**config.mk**
```make
export PLATFORM = sky130hd
export DESIGN_NAME = ppt_obuf
export DESIGN_NICKNAME = d
export VERILOG_FILES = /design/src/hw/rtl/ppt_pkg.sv /design/src/hw/rtl/ppt_obuf.sv
export SDC_FILE = /design/constraint.sdc
export NUM_CORES = 1
export LEC_CHECK = 0
export BUFFER_PORTS_ARGS = -buffer_cell sky130_fd_sc_hd__buf_2
export CAP_MARGIN = 20
export CORE_MARGIN = 2
export CORE_UTILIZATION = 50
export CTS_BUF_LIST = sky130_fd_sc_hd__clkbuf_4 sky130_fd_sc_hd__clkbuf_8 sky130_fd_sc_hd__clkbuf_16
export DETAILED_ROUTE_END_ITERATION = 8
export GPL_ROUTABILITY_DRIVEN = 0
export PLACE_DENSITY = 0.77
export SLEW_MARGIN = 20
export SYNTH_ARGS = -nofsm -noshare
export SYNTH_HDL_FRONTEND = slang
export SYNTH_SLANG_ARGS = --single-unit
export TNS_END_PERCENT = 20
```
**constraint.sdc**
```tcl
create_clock -name i_clk -period 14.21 [get_ports i_clk]
set_input_delay 0 -clock i_clk [delete_from_list [all_inputs] [get_ports i_clk]]
set_output_delay 0 -clock i_clk [all_outputs]
set_load 0.005 [all_outputs]
```
**src/hw/rtl/ppt_pkg.sv**
```systemverilog
`timescale 1ns / 1ps

package ppt_pkg;

    // Field widths
    localparam int CW    = 32;            // coordinate width, signed Q16.16
    localparam int EW    = 32;            // matrix entry width, signed Q16.16
    localparam int FRAC  = 16;            // fraction bits
    localparam int PW    = EW + CW;       // entry times coordinate
    localparam int MW    = EW + CW;       // magnitude of a row sum
    localparam int SW    = PW + 2;        // signed row sum of four terms
    localparam int NROW  = 4;
    localparam int NREG  = 8;
    localparam int RW    = 2 * EW;        // one config register, two entries
    localparam int IW    = 8;             // config index width
    localparam int W_ROW = 3;             // row that gives homogeneous w

    // Quotient bounds
    localparam logic [CW-1:0] LIM_POS = {1'b0, {(CW-1){1'b1}}};
    localparam logic [CW-1:0] LIM_NEG = {1'b1, {(CW-1){1'b0}}};

    typedef logic [NREG-1:0][RW-1:0] t_mat;

    // Identity matrix at reset
    localparam logic [RW-1:0] ONE_LO = RW'(1) << FRAC;
    localparam logic [RW-1:0] ONE_HI = RW'(1) << (EW + FRAC);
    localparam t_mat MAT_RESET = {ONE_HI, {RW{1'b0}}, ONE_LO, {RW{1'b0}},
                                  {RW{1'b0}}, ONE_HI, {RW{1'b0}}, ONE_LO};

    typedef struct packed {
        logic signed [CW-1:0] x;
        logic signed [CW-1:0] y;
        logic signed [CW-1:0] z;
    } t_point;

    typedef struct packed {
        logic signed [CW-1:0] x;
        logic signed [CW-1:0] y;
        logic signed [CW-1:0] z;
        logic                 w_zero;
        logic                 saturated;
    } t_result;

    // One row sum as sign and magnitude
    typedef struct packed {
        logic          neg;
        logic [MW-1:0] mag;
    } t_row;

    typedef t_row [NROW-1:0] t_rows;

    // Matrix entry M[row][col]; low column of a pair sits in the low half
    function automatic logic signed [EW-1:0] entry(t_mat m, logic [1:0] row,
                                                   logic [1:0] col);
        logic [RW-1:0] pair;
        pair = m[{row, col[1]}];
        return col[0] ? pair[RW-1:EW] : pair[EW-1:0];
    endfunction

endpackage

```
**src/hw/rtl/ppt_obuf.sv**
```systemverilog
`timescale 1ns / 1ps

// Two-entry output buffer; lets the pipeline keep moving while a result waits.
module ppt_obuf import ppt_pkg::*; (
    input  logic    i_clk,
    input  logic    i_rst_n,
    input  logic    i_valid,
    input  t_result i_data,
    output logic    o_space,
    output logic    o_valid,
    output t_result o_data,
    input  logic    i_ready
);

    localparam int DEPTH = 2;
    localparam int CNTW  = 2;

    t_result         r_mem [DEPTH];
    logic            r_wp;
    logic            r_rp;
    logic [CNTW-1:0] r_cnt;
    logic            push;
    logic            pop;

    assign o_valid = (r_cnt != '0);
    assign o_space = (r_cnt != CNTW'(DEPTH)) || i_ready;
    assign push    = i_valid && o_space;
    assign pop     = o_valid && i_ready;
    assign o_data  = r_mem[r_rp];

    // Pointers and fill count
    always_ff @(posedge i_clk) begin
        if (!i_rst_n) begin
            r_wp  <= 1'b0;
            r_rp  <= 1'b0;
            r_cnt <= '0;
        end else begin
            if (push) r_wp <= ~r_wp;
            if (pop)  r_rp <= ~r_rp;
            case ({push, pop})
                2'b10:   r_cnt <= r_cnt + 1'b1;
                2'b01:   r_cnt <= r_cnt - 1'b1;
                default: r_cnt <= r_cnt;
            endcase
        end
    end

    always_ff @(posedge i_clk) begin
        if (push) begin
            r_mem[r_wp] <= i_data;
        end
    end

endmodule

```
Yosys cells after proc, flatten, opt, wreduce, memory -nomap -nowiden

Memory sizes are Yosys's and may differ from the RTL's. A register that Yosys moved wholly into a read port is not among the register bits.
Index checks and enable logic that the tools add are counted.

Register bits after elaboration: 4
Bits in writable memories: 196
Input port bits: 102
Word-level logic and storage cells: 21
Memories: 1

Memory list:

| name  | words | bits a word | rd ports | clocked after Yosys merged registers in | wr ports | line           | source |
|---|---|---|---|---|---|---|---|
| r_mem | 2     | 98          | 1        | 1                                       | 1        | ppt_obuf.sv:18 | `t_result r_mem [DEPTH];` |

Add/sub/neg operators: 2
Equal/unequal tests: 3
Mux-type cells: 5
Bitwise gates (word level): 2
Reductions and logical operators: 5

Operators by type and width:

| kind                | number |
|---|---|
| $mux 1              | 4 |
| $pmux 2 s2          | 1 |
| $reduce_bool 2->1   | 2 |
| $add 2x1->2 const B | 1 |
| $eq 2x1->1 const B  | 1 |
| $eq 2x2->1 const B  | 1 |
| $logic_and 1x1->1   | 2 |
| $ne 2x2->1 const B  | 1 |
| $not 1->1           | 2 |
| $sub 2x1->2 const B | 1 |
| $logic_or 1x1->1    | 1 |

Logic depth before layout (Yosys ltp)

Gate-level depths: netlist of the first run.

Depth in word-level cells: 5
Mapped depth: 6
Mapped depth without buffers: 6

Worst setup path after synthesis of the first run

OpenSTA, ideal clock, no wires.

Path type: register -> register
From: register r_cnt[1]
To: memory r_mem[0][0] in the netlist's numbering (enable)
Library setup time: 0.555 ns
Arrival time: 4.728 ns
Required time: 13.655 ns
Slack: 8.926 ns
Cell stages (with the launch flop): 4
Period minus slack after synthesis: 5.284 ns
Path through: dfxtp_1 -> or3b_4 -> nand2_1 -> nor2_1

Longest elaborated chain between the ends: 5

Ends and longest elaborated chain:

| element                      | line           | source |
|---|---|---|
| start: declaration           | ppt_obuf.sv:21 | `logic [CNTW-1:0] r_cnt;` |
| start signal: assignment     | ppt_obuf.sv:41 | `2'b10: r_cnt <= r_cnt + 1'b1;` |
| start signal: assignment     | ppt_obuf.sv:42 | `2'b01: r_cnt <= r_cnt - 1'b1;` |
| start signal: assignment     | ppt_obuf.sv:43 | `default: r_cnt <= r_cnt;` |
| $ne 2x2->1                   | ppt_obuf.sv:26 | `assign o_space = (r_cnt != CNTW'(DEPTH)) \|\| i_ready;` |
| $logic_or 1x1->1             | ppt_obuf.sv:26 |  |
| net o_space                  | ppt_obuf.sv:9  | `output logic o_space,` |
| $logic_and 1x1->1            | ppt_obuf.sv:27 | `assign push = i_valid && o_space;` |
| $mux 1                       | ppt_obuf.sv:49 | `if (push) begin` |
| $mux 1 (implied by the code) | ppt_obuf.sv:50 | `r_mem[r_wp] <= i_data;` |
| end: declaration             | ppt_obuf.sv:18 |  |

The timed path passes the listed nets, and every way through them passes these cells.

==> results.md, run 1 <==
- The cell count after synthesis came out at 329.
- The stage delay of the slowest cell on the critical path is 0.72 ns.
- TritonCTS created 20 clock buffers.
- The antenna diode count is 0.
- For this design the ratio of total power to cell area is 158.1 nW/um^2.
- The highest fanout seen on the critical path is 54.
- The fraction of the mapped netlist area in compound gates is 0.2743%.
- The netlist area before placement is 7298 sq um.
- Net switching is 24.11% of the power.
- The class of the worst hold path is input port to flop.
- STA puts the critical path data required time at 14.21 ns.
- The arrival time of data at the critical path endpoint is 2.50 ns.
- Walking the worst path, the cells encountered are buf_4 -> mux2_2 -> buf_2.
- In this run, flip-flops and latches consume 47.3% of the power.
- The post-synthesis to final-layout area growth is 39.36%.
- Ranked by total cell area, the synthesized netlist is headed by edfxtp_1, mux2_2, dfxtp_1.
- In this run the vertical extent of the chip is 124.8 microns.
- The via count is 4162.
- After layout, the minimum clock period comes to 2.500 ns.
- Setup violations remaining at the end of the flow were counted as 0.
- In this run the biggest area consumer among cell types represents 80.64% of the synthesized area.
- The fraction of the cycle the final worst path needs is 17.59%.
- The average cell area after synthesis is 22.18 sq um.
- The number of rows in the core area is 44.
- The run finished with clean final reports.
- The worst slew margin relative to its limit is 51.31%.
- In the final layout, the share of cells above drive strength 1 is 51.67%.
- For this run, design rule violations remaining after detail routing come to 0.
- The count of buffers added on input and output ports is 201.
- Summing the sequential cell areas from Yosys gives 82.02% of the chip area.
- STA classifies the critical path endpoint as a primary output.
- The initial antenna violation count came to 0.
- By startpoint and endpoint, the worst setup path is classified as flop to primary output.
- The final-report hold violation count was 0.
- The parity-gate share of the synthesized area counting xor and xnor cells is 0.3600%.
- The tool flagged a number of max-cap violations equal to 0.
- The total clock sinks is 201.
- In the layout the commonest cells are buf_2, edfxtp_1, dlygate4sd3_1.
- Setup total negative slack on the finished layout was measured at 0 ns.
- The clock network accounts for 31.6% of the total power.
- The upper clock frequency limit is 400.1 MHz.
- The post-place instance area is 8507 sq um.
- The count of fill cells added during filler insertion is 930.
- The final layout contains 750 nets.
- The analysis attributes to cell leakage a power of 3.858 nW.
- The detailed router finished its first iteration with 265 violations.
- Once layout is complete, the utilization of the core stands at 70.79%.
- The wire length of the first global-routing pass is 22580 microns.
- After clock tree synthesis, the clock-pin slew on the worst setup and hold paths is 0.06 ns.
- The internal portion of the total power is 1.220 mW.
- The detail route stage leaves a number of antenna-violating nets equal to 0.
- The die area is 15580 sq um.
- The x dimension of the die is 124.8 microns.
- The final routed wire length divided by cell count is 17.40 microns.
- The Yosys step of the flow raised 0 warnings.
- The clock passes through at most 3 buffers.
- In this run the count of I/O pins placed on the die edge is 202.
- Setup repair after global routing left no endpoint under its margin.
- The count of final max-slew check failures is 0.
- Synthesis inferred 201 register bits.
- The cell with the biggest individual delay on the critical path is dfxtp_4.
- The number of iterations in the first detailed-routing pass is 4.
- The synthesized design spends more area on one cell type than any other, namely edfxtp_1.
- CTS built an H-tree with a depth of 1.
- The overall track demand over capacity in global routing is 18.28%.
- The synthesized netlist contains 21 unique library cells.
- The count of cells resized by post-cts repair is 0.
- The floorplan core area is 14370 sq um.
- The aggregate global routing overflow is 0.
- The wire length after detailed routing is 14690 microns.
- The dominant combinational cell family by area after synthesis is multiplexers.
- The largest vdd supply drop is 138.2 uV.
- Entering global routing, the biggest net connects 57 pins.
- TritonCTS built the clock tree.
- The synthesized netlist devotes 0.1714% of its cell area to adder and majority cells.
- The number of vias per cell is 4.931.
- The clock tree root buffer cell is clkbuf_16.
- The number of global-route vias before repair was 4503.
- The initial utilization of the core area, before any placement, comes to 50.79%.
- For the pin with the worst max-slew slack, the measured transition is 0.7304 ns.
- The combinational group share of total power is 21.0%.
- The HPWL after detailed placement is 8669 microns.
- The total non-filler cell area in the finished layout is 10170 sq um.
- After Yosys synthesis, and, or, nand and nor cells account for 0.9086% of the synthesized area.
- The launching element type of the critical path is a flop.
- The total net switching power is 0.3878 mW.
- When the netlist entered floorplanning its net count stood at 432.
- The library cell used most frequently in the layout, excluding fill and tap cells, is buf_2.
- The later pin in the worst-skew pair is clocked with a latency of 0.48 ns.
- The clock skew after layout is 0.01136 ns.
- In the synthesized netlist, mux cells make up 15.26% of the area.
## logic make-up (layout without fill, tap and decap cells)
kind of cell | after synthesis | after routing
mux | 99 | 99
xor+xnor | 3 | 3
fa+ha+maj | 1 | 1
simple gates | 11 | 11
flops | 201 | 201
compound gates | 3 | 3
buf+inv | 11 | 342
## flip-flops by register name (all words and copies together) (netlist names), named ones only
signal and count:
r_cnt 2, r_rp 1, r_mem 196, r_wp 1
## Yosys cell counts
library cell	instances
or2_2	1
xnor2_1	3
o21ai_0	1
buf_2	8
or3b_4	1
a21boi_1	1
o21a_1	1
dfxtp_1	5
nand2_1	2
mux2_2	97
and2_1	1
or3_1	1
nor2_1	1
mux2_1	1
nor2b_1	2
ha_1	1
edfxtp_1	196
nand2b_1	1
and3_1	1
mux2i_1	1
buf_6	3
## worst max-delay path: cells and delay by family, from the launching register on
kind                   cells  cell delay [ns]
flip-flops                 1             0.72
multiplexers               1             0.43
buffers and inverters      2             0.81
## timing repair
action,CTS,global route
endpoints found under the hold margin,201,0
setup buffers,0,0
hold buffers,102,0
## per-stage QoR
step | std cells | setup slack, ns | power, mW | hold WS [ns]
after CTS | 844 | 11.66 | 1.621 | 0.2255
after detailed placement | 707 | 11.77 | 1.086 | 0.1919
after floorplan | 329 | 8.926 | 0.9600 | 0.09887
after global placement | 707 | 11.83 | 1.076 | 0.1875
after global routing | 844 | 11.53 | 1.676 | 0.2358
final | 844 | 11.71 | 1.608 | 0.2372
## power by group through the flow
stage	registers (mW)	clock network (mW)	logic, mW
CTS	0.762	0.521	0.339
detailed placement	0.774	0	0.312
global placement	0.769	0	0.307
finish	0.761	0.509	0.338
floorplan	0.755	0	0.205
global route	0.769	0.542	0.365
## worst paths after layout
kind,from,to,slack [ns],cells after the start
hold / removal,i_data[65],r_mem[0][65]$_DFFE_PP_,0.24,2
hold reg to reg,r_wp$_SDFFE_PN0P_,r_wp$_SDFFE_PN0P_,0.56,2
setup / recovery,flop,o_data[87],11.71,3
setup reg to reg,r_cnt[1]$_SDFFE_PN0P_,r_mem[0][23]$_DFFE_PP_,11.75,5
## cell type report
cell class	instances	area (sq um)	share of cell area, %
Clock buffer	28	584.3	5.745
Tap cell	184	230.2	2.264
Sequential cell	201	5989	58.89
Multi-Input combinational cell	117	1251	12.30
Timing Repair Buffer	307	2057	20.22
Clock inverter	7	58.81	0.5782
## metal layers
metal / track usage, % / vias up / wire length (microns)
met5: 0 / - / 0
met4: 5.098 / 0 / 324
met3: 3.995 / 31 / 978
met2: 33.37 / 150 / 7633
met1: 21.89 / 2044 / 5750
li1: - / 1937 / -
No activity file was read; power rests on OpenSTA's default activity.
==> run 2, diff against run 1 <==
--- a/config.mk
+++ b/config.mk
@@ -8,11 +8,11 @@
 export BUFFER_PORTS_ARGS = -buffer_cell sky130_fd_sc_hd__buf_2
 export CAP_MARGIN = 20
 export CORE_MARGIN = 2
-export CORE_UTILIZATION = 50
+export CORE_UTILIZATION = 47
 export CTS_BUF_LIST = sky130_fd_sc_hd__clkbuf_4 sky130_fd_sc_hd__clkbuf_8 sky130_fd_sc_hd__clkbuf_16
 export DETAILED_ROUTE_END_ITERATION = 8
 export GPL_ROUTABILITY_DRIVEN = 0
-export PLACE_DENSITY = 0.77
+export PLACE_DENSITY = 0.76
 export SLEW_MARGIN = 20
 export SYNTH_ARGS = -nofsm -noshare
 export SYNTH_HDL_FRONTEND = slang
==> constraint.sdc (replaced) <==
create_clock -name i_clk -period 2.19 [get_ports i_clk]
set_input_delay 0 -clock i_clk [delete_from_list [all_inputs] [get_ports i_clk]]
set_output_delay 0 -clock i_clk [all_outputs]
set_load 0.005 [all_outputs]
==> results.md, run 2 (synthesis results as in run 1) <==
- The sequential cells in the finished layout cover a total of 5992 sq um.
- The category of the critical setup timing path is flop to flop.
- In the finished design, the share of the clock period the worst path needs comes to 88.20%.
- The count of final max-slew check failures was 0.
- The most critical setup path has its startpoint at r_cnt[1]$_SDFFE_PN0P_.
- For the pin with the worst max-slew slack, the measured transition is 0.7165 ns.
- The final layout contains routed wiring with a total length of 14940 microns.
- After detailed routing, the average wire length per cell comes to 17.47 microns.
- Setup repair after global routing left no endpoint under its margin.
- Counting flops per register, the top entry is r_mem.
- In this run, placement finished with an instance count of 715.
- The number of input and output port buffers inserted is 201.
- Of all nets on the critical path, the largest fanout is 45.
- In the layout the commonest cells are buf_2, edfxtp_1, dlygate4sd3_1.
- In this run the core area contains 45 standard-cell rows.
- The count of non-filler cells in the finished layout is 855.
- The number of DRC markers after the initial detailed-route iteration is 238.
- The critical hold path startpoint is i_data[66].
- The total clock sinks is 201.
- The initial antenna violation count was 2.
- Static timing analysis puts the maximum clock frequency at 517.7 MHz.
- The die area is 16540 sq um.
- The most common cell after layout, fill and taps aside is buf_2.
- The power per unit of standard cell area is 1035 nW/um^2.
- The register with the most flip-flops in the layout has 196 of them.
- The insertion delay of the later-clocked pin in the worst-skew pair is 0.47 ns.
- The clock tree root buffer cell is clkbuf_16.
- The detailed placer's ending HPWL is 8632 microns.
- Summing all multi-input logic gate instances after layout gives 1259 sq um.
- The total overflow left after global routing is 0.
- Subtracting the final worst setup slack from the clock period gives 1.932 ns.
- In this run the number of H-tree levels came out at 1.
- The clock transition time at the flip-flop clock pins of the worst setup and hold paths is 0.06 ns.
- The static leakage is 3.896 nW.
- The number of global-route vias before repair is 4516.
- The via count is 4179.
- The post-detailed-route count of antenna-violating nets is 0.
- The final-report hold violation count is 0.
- STA puts the critical path data required time at 2.35 ns.
- The launching element type of the critical path is a flop.
- The first detailed-routing pass took 6 iterations.
- STA puts the critical path data arrival time at 2.10 ns.
- Once the floorplan was initialized, standard cells occupied 48.01% of the core.
- In the routed design, unresolved DRC markers number 0.
- TritonCTS built the clock tree.
- After floorplanning, the core was sized to cover 15200 sq um.
- The TritonCTS buffer count is 21.
- The die is 128.6 microns wide.
- Max-cap violations in this run came to 0.
- Setup violations remaining at the end of the flow were counted as 0.
- The net count of the finished layout is 754.
- The flow ran to the end, and the final reports show no timing, DRC or antenna violations.
- The post-synthesis to final-layout area growth is 41.04%.
- The maximum number of pins on one net before global-route repair is 78.
- The filler cells instantiated in the layout total 998.
- The number of vias per cell is 4.888.
- On the final layout, the worst clock skew is 0.006325 ns.
- The floorplan step set the die height to 128.6 microns.
- The worst pin sits at a relative slew slack of 52.23%.
- The reg-to-reg critical path startpoint is r_cnt[1]$_SDFFE_PN0P_.
- The first global-routing pass estimated 22070 microns of wire.
- In the final layout, the registers with the most flip-flops are r_mem: 196 flops, r_cnt: 2 flops.
- Global routing consumed, over all layers together, 17.18% of the routing resources.
- The largest vdd supply drop is 757.3 uV.
- The class of the worst hold path is input port to flop.
- During I/O placement, the number of pins put on the boundary was 202.
- Cells with a size suffix above 1 make up 52.63% of the layout.
- The completed layout was analyzed and its total power is 10.66 mW.
- The category of the worst setup path capture point is a flop.
- No sink is reached through more buffers than the 3 on the longest clock path.
## run 2: cell count changes in the layout (fill, tap and decap cells not counted)
cell           previous run  this run
bufinv_16                 1         2
dfxtp_2                   0         2
diode_2                   0         2
dfxtp_1                   4         2
dlygate4sd3_1           102       101
nand2_1                   2         1
clkbuf_4                  6         8
clkinv_2                  5         2
buf_4                     4         5
nand2_4                   0         1
clkinvlp_4                0         2
buf_12                    0         3
## run 2: where the power goes
| part | internal (mW) | total (mW) | switching, mW |
|---|---|---|---|
| logic | 1.28 | 2.31 | 1.03 |
| clock network | 2.14 | 3.46 | 1.32 |
| registers | 4.71 | 4.89 | 0.180 |
| total | 8.13 | 10.7 | 2.53 |
## run 2: what timing repair did
| item | in CTS | in global routing |
|---|---|---|
| setup buffers | 0 | 0 |
| hold buffers | 101 | 0 |
| setup endpoints to repair | 0 | 0 |
| resized for setup | 0 | 0 |
| hold endpoints to repair | 201 | 0 |
## run 2: worst max-delay path, cell delays in order, from the launching register on
cell and delay (ns):
dfxtp_2 0.33, or3b_4 0.26, and3_4 0.67, buf_4 0.35
## run 2: layout make-up
type,count,area share (%)
Tap cell,188,2.285
Clock inverter,7,0.8630
Antenna cell,2,0.04862
Clock buffer,30,5.822
Multi-Input combinational cell,117,12.23
Sequential cell,201,58.21
Timing Repair Buffer,310,20.54
## run 2: final timing paths
path / to / slack, ns / depth (start not counted)
worst max-delay path: r_mem[1][49]$_DFFE_PP_ / 0.26 / 3
worst min-delay path: r_mem[1][66]$_DFFE_PP_ / 0.24 / 2
worst max register to register: r_mem[1][49]$_DFFE_PP_ / 0.26 / 3
worst min register to register: r_cnt[1]$_SDFFE_PN0P_ / 0.51 / 2
## run 2: per-stage QoR
step                setup WS [ns]  setup TNS, ns  util, %  hold slack (ns)  cell area (sq um)
floorplan                 -0.3039         -36.26        -          0.09887               7317
global placement           0.3062              0    56.50           0.1879               8589
finish                     0.2585              0    67.71           0.2421              10290
CTS                        0.2082              0    67.68           0.2231              10290
detailed placement         0.2370              0    56.50           0.1912               8589
global route               0.1561              0    67.71           0.2337              10290
## run 2: layer usage
layer	part of all wire [%]	vias to the layer above	global-route usage (%)
met5	0	-	0
met4	2.1	0	5.754
met3	6.9	26	4.366
met2	53	149	32.42
met1	38	2048	18.85
li1	-	1956	-
==> run 3, diff against run 2 <==
--- a/config.mk
+++ b/config.mk
@@ -5,14 +5,14 @@
 export SDC_FILE = /design/constraint.sdc
 export NUM_CORES = 1
 export LEC_CHECK = 0
-export BUFFER_PORTS_ARGS = -buffer_cell sky130_fd_sc_hd__buf_2
 export CAP_MARGIN = 20
 export CORE_MARGIN = 2
-export CORE_UTILIZATION = 47
+export CORE_UTILIZATION = 50
 export CTS_BUF_LIST = sky130_fd_sc_hd__clkbuf_4 sky130_fd_sc_hd__clkbuf_8 sky130_fd_sc_hd__clkbuf_16
 export DETAILED_ROUTE_END_ITERATION = 8
+export DONT_BUFFER_PORTS = 1
 export GPL_ROUTABILITY_DRIVEN = 0
-export PLACE_DENSITY = 0.76
+export PLACE_DENSITY = 0.68
 export SLEW_MARGIN = 20
 export SYNTH_ARGS = -nofsm -noshare
 export SYNTH_HDL_FRONTEND = slang
==> results.md, run 3 (synthesis results as in run 1) <==
- The run finished with clean final reports.
- The x dimension of the die is 124.8 microns.
- The tree is rooted in a clkbuf_16.
- The upper clock frequency limit is 547.5 MHz.
- The floorplan core area is 14370 sq um.
- In the global route stage, overall resource usage came out at 16.45%.
- The static leakage is 3.075 nW.
- The net count of the finished layout is 551.
- For this design the top-level I/O count stands at 202.
- In the layout the commonest cells are edfxtp_1, dlygate4sd3_1, mux2_2.
- The repair_antennas step left the layout with diodes totalling 0.
- The launching element type of the critical path is a flop.
- The class of the worst hold path is input port to primary output.
- The starting density of the core is 50.79%.
- The cell with the biggest individual delay on the critical path is dfxtp_4.
- The count of final max-slew check failures is 0.
- The aggregate global routing overflow is 0.
- The die area is 15580 sq um.
- The critical path data required time is 2.19 ns.
- The count of fill cells added during filler insertion is 974.
- Detailed placement ended at an HPWL of 7772 microns.
- The total DRC errors in the routed layout is 0.
- Walking the worst path, the cells encountered are buf_12 -> mux2_2.
- Row generation in the floorplan step produced 44 rows.
- Counting every sink on the clock net gives 201.
- The wire length of the first global-routing pass is 20220 microns.
- The number of flip-flops under the largest register name is 196.
- Data arrives at the worst endpoint at 1.83 ns.
- The maximum buffer depth of the clock tree is 3.
- Setup total negative slack on the finished layout was measured at 0 ns.
- After clock tree synthesis, the clock-pin slew on the worst setup and hold paths is 0.06 ns.
- The end point of the worst hold path is o_space.
- The endpoint identified for the worst register-to-register timing path is r_mem[1][80]$_DFFE_PP_.
- The routed design has 13260 microns of wire.
- For this run, the slowest stage of the critical path takes 0.63 ns.
- Counting both buffers and inverters, the worst setup path holds a total of 1.
- The post-detailed-route count of antenna-violating nets is 0.
- From synthesis to final layout, the design area changed by 26.26%.
- The design draws 9.882 mW.
- The worst hold path begins at i_ready.
- The largest vdd supply drop is 556.3 uV.
- Detailed routing inserted a total of 3373 vias.
- The power per unit of standard cell area is 1072 nW/um^2.
- Max-cap violations in this run came to 0.
- The number of cells on the worst hold path is 1.
- The final routed wire length divided by cell count is 20.58 microns.
- The number of global-route vias before repair is 3736.
- The most common cell after layout, fill and taps aside is edfxtp_1.
- The TritonCTS buffer count is 20.
- The largest registers in the layout are r_mem: 196 flops, r_cnt: 2 flops.
- Entering global routing, the biggest net connects 61 pins.
- The critical path is of the flop to primary output type.
- The worst pin sits at a relative slew slack of 47.15%.
- The overall die height is 124.8 microns.
- The final cell utilization of the core is 64.13%.
- The number of DRC markers after the initial detailed-route iteration is 306.
- The number of vias per cell is 5.238.
- For the pin with the worst max-slew slack, the measured transition is 0.7928 ns.
- The clock tree from TritonCTS is built.
- The dominant delay contributor by cell family on the critical path is flip-flops.
- The final critical path takes up 83.40% of the cycle.
- Port buffering added 0 buffers.
- In this run the worst path has a maximum fanout of 39.
- The first TritonRoute pass finished after 6 iterations.
- The total of endpoints with negative setup slack in the final report is 0.
- The register-to-register setup slack is 0.36 ns.
- The final-report hold violation count is 0.
- After layout, the minimum clock period comes to 1.826 ns.
- The reg-to-reg critical path startpoint is r_cnt[1]$_SDFFE_PN0P_.
- The initial antenna violation count is 0.
- The number of levels in the clock H-tree is 1.
- The clock skew after layout is 0.005289 ns.
- r_mem holds more flip-flops than any other register.
- Setup repair after global routing left no endpoint under its margin.
- STA classifies the critical path endpoint as a primary output.
- The number of cells on the worst reg-to-reg path is 3.
- The fraction of final layout cells sized beyond drive strength 1 is 30.65%.
- The clock reaches the later pin of the worst-skew pair after 0.47 ns.
-- run 3: changes by cell type in the layout (fill, tap and decap cells not counted), sizes merged --
cell	before	now
buf	209	6
clkinvlp	2	0
diode	2	0
bufinv	2	1
clkbuf	30	29
clkinv	3	4
dlygate4sd3	101	102
-- run 3: power by group --
group	internal [mW]	switching (mW)
combinational	0.882	0.862
sequential	4.71	0.194
clock	1.97	1.27
-- run 3: how the worst max path moves through the flow --
stage / endpoint / slack, ns / depth (start not counted)
finish: o_data[9] / 0.36 / 2
global route: o_data[44] / 0.26 / 2
CTS: o_data[44] / 0.32 / 2
detailed placement: r_mem[1][88]$_DFFE_PP_ / 0.38 / 3
global placement: r_mem[1][88]$_DFFE_PP_ / 0.40 / 3
floorplan: r_mem[0][0]$_DFFE_PP_ / -0.30 / 3
-- run 3: repair_timing --
action,4_1_cts,5_1_grt
buffers inserted,0,0
endpoints found under the hold margin,201,0
resized for setup,0,0
hold buffers,102,0
endpoints found under the setup margin,0,0
-- run 3: routing by layer --
metal  vias up  share of wire, %  global-route usage [%]
met5         -                 0                       0
met4         0               2.0                   5.098
met3        20               8.2                   5.498
met2       138                51                   28.35
met1      1677                39                   19.69
li1       1538                 -                       -
-- run 3: stage by stage --
stage / instance area [sq um] / cells / hold slack (ns) / worst slack [ns]
final: 9215 / 644 / 0.1317 / 0.3636
after global routing: 9215 / 644 / 0.1349 / 0.2637
after CTS: 9215 / 644 / 0.1332 / 0.3178
after detailed placement: 7564 / 508 / 0.09893 / 0.3786
after global placement: 7564 / 508 / 0.09895 / 0.4029
after floorplan: 7317 / 329 / 0.09887 / -0.3039
-- run 3: layout make-up --
type	instances	area (sq um)	area share, %
clock buffer	29	585.6	6.354
clock inverter	5	45.04	0.4888
multi-input combinational	117	1259	13.66
sequential	201	5992	65.02
tap	184	230.2	2.498
timing repair buffer	108	1104	11.98
